<file path="src/rtl/pse_pkg.sv">
package pse_pkg;

  localparam int STACK_DEPTH = 128;
  localparam int DEPTH_W     = $clog2(STACK_DEPTH + 1);
  localparam int ADDR_W      = $clog2(STACK_DEPTH);
  localparam int Q_W         = 32;
  localparam int FRAC_W      = 16;

  localparam logic [Q_W-1:0] Q_MAX = {1'b0, {(Q_W-1){1'b1}}};
  localparam logic [Q_W-1:0] Q_MIN = {1'b1, {(Q_W-1){1'b0}}};

  typedef enum logic [2:0] {
    FN_PUSH    = 3'd0,
    FN_ADD     = 3'd1,
    FN_SUB     = 3'd2,
    FN_MUL     = 3'd3,
    FN_DIV     = 3'd4,
    FN_RESULT  = 3'd5,
    FN_UNKNOWN = 3'd6
  } func_t;

  typedef enum logic [2:0] {
    ST_OK      = 3'd0,
    ST_FULL    = 3'd1,
    ST_FEW     = 3'd2,
    ST_ZERO    = 3'd3,
    ST_WRONG   = 3'd4,
    ST_UNKNOWN = 3'd5
  } status_t;

  typedef enum logic [1:0] {
    RD_TOP,
    RD_SECOND,
    RD_BOTTOM
  } rd_sel_t;

  typedef enum logic [1:0] {
    WB_ADDSUB,
    WB_MUL,
    WB_DIV
  } wb_sel_t;

  typedef struct packed {
    logic    load_in;
    logic    push;
    logic    set_status;
    status_t status;
    logic    clr_depth;
    logic    pop;
    logic    rd_en;
    rd_sel_t rd_sel;
    logic    cap_b;
    logic    cap_a;
    logic    cap_answer;
    logic    mul_cap;
    logic    div_start;
    logic    wb;
    wb_sel_t wb_sel;
    logic    out_load;
  } cmd_t;

  typedef struct packed {
    func_t func;
    logic  full;
    logic  depth_one;
    logic  few;
    logic  b_zero;
    logic  div_done;
    logic  out_free;
  } sts_t;

endpackage

</file>
<file path="src/rtl/pse_ctrl.sv">
module pse_ctrl (
  input  logic          clk,
  input  logic          rst_n,
  input  logic          in_valid,
  output logic          in_stall,
  input  pse_pkg::sts_t sts,
  output pse_pkg::cmd_t cmd
);
  import pse_pkg::*;

  typedef enum logic [3:0] {
    S_IDLE,
    S_DECODE,
    S_RES,
    S_RD_B,
    S_RD_A,
    S_EXEC,
    S_MUL,
    S_DIV,
    S_DONE
  } state_t;

  state_t state_r;
  state_t state_nxt;

  always_ff @(posedge clk) begin
    if (!rst_n) begin
      state_r <= S_IDLE;
    end else begin
      state_r <= state_nxt;
    end
  end

  assign in_stall = (state_r != S_IDLE);

  always_comb begin
    cmd       = '0;
    state_nxt = state_r;
    case (state_r)
      S_IDLE: begin
        if (in_valid) begin
          cmd.load_in = 1'b1;
          state_nxt   = S_DECODE;
        end
      end
      S_DECODE: begin
        state_nxt = S_DONE;
        case (sts.func)
          FN_PUSH: begin
            if (sts.full) begin
              cmd.set_status = 1'b1;
              cmd.status     = ST_FULL;
            end else begin
              cmd.push = 1'b1;
            end
          end
          FN_ADD, FN_SUB, FN_MUL, FN_DIV: begin
            if (sts.few) begin
              cmd.set_status = 1'b1;
              cmd.status     = ST_FEW;
            end else begin
              cmd.rd_en  = 1'b1;
              cmd.rd_sel = RD_TOP;
              state_nxt  = S_RD_B;
            end
          end
          FN_RESULT: begin
            if (sts.depth_one) begin
              cmd.rd_en  = 1'b1;
              cmd.rd_sel = RD_BOTTOM;
              state_nxt  = S_RES;
            end else begin
              cmd.set_status = 1'b1;
              cmd.status     = ST_WRONG;
              cmd.clr_depth  = 1'b1;
            end
          end
          default: begin
            cmd.set_status = 1'b1;
            cmd.status     = ST_UNKNOWN;
          end
        endcase
      end
      S_RES: begin
        cmd.cap_answer = 1'b1;
        cmd.clr_depth  = 1'b1;
        state_nxt      = S_DONE;
      end
      S_RD_B: begin
        cmd.cap_b  = 1'b1;
        cmd.rd_en  = 1'b1;
        cmd.rd_sel = RD_SECOND;
        state_nxt  = S_RD_A;
      end
      S_RD_A: begin
        cmd.cap_a = 1'b1;
        state_nxt = S_EXEC;
      end
      S_EXEC: begin
        case (sts.func)
          FN_MUL: begin
            cmd.mul_cap = 1'b1;
            state_nxt   = S_MUL;
          end
          FN_DIV: begin
            if (sts.b_zero) begin
              cmd.set_status = 1'b1;
              cmd.status     = ST_ZERO;
              cmd.pop        = 1'b1;
              state_nxt      = S_DONE;
            end else begin
              cmd.div_start = 1'b1;
              state_nxt     = S_DIV;
            end
          end
          default: begin
            cmd.wb     = 1'b1;
            cmd.wb_sel = WB_ADDSUB;
            state_nxt  = S_DONE;
          end
        endcase
      end
      S_MUL: begin
        cmd.wb     = 1'b1;
        cmd.wb_sel = WB_MUL;
        state_nxt  = S_DONE;
      end
      S_DIV: begin
        if (sts.div_done) begin
          cmd.wb     = 1'b1;
          cmd.wb_sel = WB_DIV;
          state_nxt  = S_DONE;
        end
      end
      S_DONE: begin
        if (sts.out_free) begin
          cmd.out_load = 1'b1;
          state_nxt    = S_IDLE;
        end
      end
      default: begin
        state_nxt = S_IDLE;
      end
    endcase
  end

endmodule

</file>
<file path="config.mk">
export PLATFORM = sky130hd
export DESIGN_NAME = pse_ctrl
export DESIGN_NICKNAME = d
export VERILOG_FILES = /design/src/rtl/pse_pkg.sv /design/src/rtl/pse_ctrl.sv
export SDC_FILE = /design/constraint.sdc
export NUM_CORES = 1
export LEC_CHECK = 0
export ABC_AREA = 1
export CORE_AREA = 2 2 39 41
export DETAILED_ROUTE_END_ITERATION = 8
export DIE_AREA = 0 0 41 43
export DONT_BUFFER_PORTS = 1
export HOLD_SLACK_MARGIN = 0.03
export PLACE_DENSITY = 0.7
export SYNTH_ARGS = -nofsm -noshare
export SYNTH_HDL_FRONTEND = slang
export SYNTH_SLANG_ARGS = --single-unit
</file>
<file path="constraint.sdc">
create_clock -name clk -period 1.5 [get_ports clk]
set_input_delay 0 -clock clk [delete_from_list [all_inputs] [get_ports clk]]
set_output_delay 0 -clock clk [all_outputs]
set_load 0.01 [all_outputs]
</file>
* Yosys cells after proc, flatten, opt, wreduce, memory -nomap -nowiden
Index checks and enable logic that the tools add are counted.
** Storage, ports and cells
- Bits in registers :: 4
- Output and inout port bits :: 21
- Logic and storage cells :: 66
** Operators by class
- Reductions and logical operators :: 7
- Mux-type cells :: 42
- Eq/ne operators :: 16
** Operator list (count)
- 4-bit two-way mux :: 10
- 4-bit case mux with 8 select lines :: 1
- 4-bit case mux with 2 select lines :: 3
- 1-bit two-way mux :: 17
- 4-bit by 3-bit equality test with 1-bit output (second input constant) :: 4
- 3-bit two-way mux :: 4
- 3-bit case mux with 2 select lines :: 2
- 4-bit case mux with 3 select lines :: 1
- 3-bit case mux with 3 select lines :: 1
- 4-bit by 2-bit equality test with 1-bit output (second input constant) :: 2
- 3-bit by 2-bit equality test with 1-bit output (second input constant) :: 2
- 3-bit equality test (second input constant) :: 2
- 2-bit != test (second input constant) :: 3
- 5-bit two-way mux :: 1
- 4-bit by 1-bit equality test with 1-bit output (second input constant) :: 1
- 4-bit equality test (second input constant) :: 1
- 4-bit zero test :: 1
- 4-bit nonzero test :: 1
- 2-bit OR reduction :: 2
- 4-bit OR reduction :: 1
- 3-bit by 1-bit equality test with 1-bit output (second input constant) :: 1
- 3-bit zero test :: 1
- 3-bit AND reduction :: 1
- 2-bit two-way mux :: 1
- 1-bit case mux with 2 select lines :: 1

* Longest topological paths before layout
- Word-level depth :: 4
- Mapped depth :: 9
- Mapped depth without buffers :: 9

* Worst setup path before layout
No wires, ideal clock.
- Path type :: register to register
- From :: reg state_r[3]
- To :: reg state_r[2]
- Cell stages (with the launch flop) :: 8
- Slack :: 323 ps
- Arrival time :: 1121 ps
- Data required time :: 1444 ps
- Cell sequence :: dfxtp_1 nor2_2 inv_1 nor3_1 nor2_1 nand3_1 nand2_1 inv_1
** On the way
- Word-level cells in the longest chain between the ends :: 3
- Elaborated cells between the ends (all ways) :: 15
- Classes of those cells :: eq/ne (11); mux (1); reduce/logical (3)
** Ends and longest elaborated chain
- start: declaration :: RTL line pse_ctrl.sv:23 : state_t state_r;
- start signal: assignment :: RTL line pse_ctrl.sv:30 : state_r <= state_nxt;
- 4-bit by 3-bit equality test with 1-bit output, or another cell as far along :: RTL line pse_ctrl.sv:39 : case (state_r)
- 2-bit OR reduction (no source line) / 2-bit != test (equally long branches)
- 4-bit case mux with 8 select lines / 3-bit AND reduction (equally long branches)
Parallel ways exist; a longest one is shown, timed or not.
A chain may end at the register's enable or synchronous reset.

==> key figures <==
Run status
  – Status: finished, final reports clean

Setup path
  – CP startpoint kind: flop
  – Crit. End Element: primary output
  – Crit Path Max Fanout: 5
  – Ordered cell list for the critical path: inv_2 -> nand2_4 -> nor2_4 -> inv_2 -> nor3_4 -> a21oi_2 -> inv_1
  – Slowest-stage cell, CP: dfxtp_1
  – CP Data Required Time: 1.50 ns
  – Most used cell, CP: inv_2
  – Crit path DAT: 1.42 ns
  – CP Class: reg -> out
  – Slowest stage delay, CP: 0.33 ns

CTS
  – CTS tree: done
  – Clock Path Buffers: 2
  – # clock sinks: 4
  – CTS root buf: clkbuf_4
  – Reg clk slew, reported paths: 0.04 ns
  – Num CTS Buffers: 3
  – H-tree depth: 1
  – Worst-Skew Late Latency: 0.23 ns

Floorplan
  – Initial Utilization: 42.0%
  – Cell Rows: 14
  – Chip Width: 41 um
  – # IOs: 33
  – Die height: 43 um
  – Die footprint: 1760 sq um
  – Core footprint: 1380 sq um

Timing
  – Final Skew: 0.00669 ns
  – Worst hold slack: 0.0574 ns
  – Pins over their slew limit: 0
  – Slew @ Worst Pin: 0.535 ns
  – Min Tclk post-route: 1.42 ns
  – Setup violators final: 0
  – Fin crit share: 94.4%
  – Max-slew headroom: 64.0%
  – Setup TNS: 0 ns
  – Final Hold Fails: 0
  – Peak Freq: 706 MHz

Drt
  – Via/cell ratio: 5.11
  – DR iter-0 viols: 11
  – Routed wire length: 1450 um
  – Routed length per instance: 10.9 um
  – Detail Route Antenna Nets: 0
  – Pre-antenna DRT Iters: 4
  – DR vias: 679
  – DR DRC count: 0

Final layout
  – Layout cells sized above 1: 30.8%
  – Area Growth Syn to Fin: 24.4%
  – Max reg flops: 4
  – Largest regs: state_r x4
  – Top reg by flops: state_r
  – Antenna Cells: 0
  – Final design utilization: 52.2%
  – Layout Nets: 131
  – Post-Layout Inst Area: 722 sq um

Global route
  – Largest net degree at the start of global routing: 9
  – Via count of the first global-routing pass: 604
  – GRT Resource Usage Total: 18.2%
  – Initial antenna violation count: 0
  – First-pass GRT wire length: 2270 um
  – Grt total ovfl: 0

Run
  – # Max-Cap Violations: 0

Placed design
  – Routability cong.: 0.908
  – DP Wirelength: 1190 um
  – PortBufs: 0
  – Placed cell area: 623 sq um

Pwr
  – P_leak: 0.000411 uW
  – Worst vdd ir: 0.501 mV
  – P per Cell Area: 669 nW/um^2

Synthesis
  – Async SR Flop Fraction: 0%
  – Top cell type by total area after synthesis: nand2_1
  – Ranking of synthesized cells by area: nand2_1 (16%), dfxtp_1 (14%), inv_1 (13%)
  – Number of synthesized register bits: 4
  – Mapped Cells: 105
  – Ys Warns: 0
  – Syn Area/Cell: 5.53 sq um
  – Syn Std Cell Area: 581 sq um
  – Most frequent cells after synthesis: nand2_1 (24), inv_1 (20), nor2_1 (14), nand3_1 (10), a21oi_1 (5)
  – Netlist cell types: 21
  – Ys flop type: dfxtp_1
  – Number of synthesized flops with an enable pin: 0
  – Mapped Nets: 117
  – Top-count cell post-synth: nand2_1
  – Yosys top cell area share: 15.5%
  – Seq/Total Area, Yosys: 13.8%

Hold path
  – Worst Hold Class: in -> out
## layout by cell type (no fill, tap or decap), types with 2 or more instances in the layout
cell / netlist / routed
a21oi_1: 5 / 4
inv_2: 4 / 5
dlygate4sd3_1: 0 / 3
nand2_1: 24 / 22
buf_4: 0 / 6
nand2_2: 4 / 5
nor2_1: 14 / 14
nand3_2: 2 / 2
nor2_4: 2 / 2
inv_1: 20 / 19
nor3_1: 3 / 3
nand3_1: 10 / 10
dfxtp_1: 4 / 3
nor2_2: 4 / 4
a21oi_2: 1 / 2
clkbuf_4: 0 / 3
## critical path: cells and delay by family (launching register included)
family / cells / cell delay (ns)
compound gates: 1 / 0.08
flops: 1 / 0.33
buf+inv: 3 / 0.28
simple gates: 3 / 0.50
## stage by stage
step                      instances  setup WS [ns]  power, uW
final                           133         0.0834        483
after global routing            133        -0.0118        531
after CTS                       130         0.0302        469
after detailed placement        124          0.270        329
after global placement          124          0.287        328
after floorplan                 105          0.323        298
## kinds of logic (layout without fill, tap and decap cells)
logic type | Yosys count | count (layout) | synth area share (%)
AND/OR/NAND/NOR | 67 | 67 | 58.4
buffers and inverters | 24 | 36 | 15.5
AO/OA/AOI/OAI | 10 | 10 | 12.3
flip-flops | 4 | 4 | 13.8
## worst paths after layout
path / start / to / slack, ns / depth (start not counted)
max: state_r[3] / cmd[14] / 0.08 / 7
min: sts[5] / cmd[18] / 0.06 / 1
min reg2reg: state_r[3] / state_r[0] / 0.60 / 3
max reg2reg: state_r[1] / state_r[1] / 0.17 / 8
## metal layers
metal	share of wire, %	up-vias	track usage [%]	routed length [um]
met5	0	-	0	0
met4	0	0	3.33	0
met3	6.2	0	4.71	90
met2	53	19	30.9	764
met1	41	303	21.9	590
li1	-	357	-	-
## timing repair
item / in CTS / in global routing
buffers inserted: 0 / 3
setup endpoints to repair: 0 / 3
gates resized for setup: 0 / 7
hold buffers: 3 / 0
endpoints found under the hold margin: 4 / 0
## power breakdown
part | total (uW) | switching, uW | internal [uW]
registers | 130 | 12.6 | 118
clock network | 130 | 40.8 | 89.3
logic | 223 | 150 | 72.3
## final cells by class
class                           count  area, sq um
Clock buffer                        3         22.5
Multi-Input combinational cell     77          433
Fill cell                         147          662
Timing Repair Buffer                9         75.1
Inverter                           24         90.1
Tap cell                           16         20.0
Sequential cell                     4         81.3
Power figures use the tool's default switching activity.
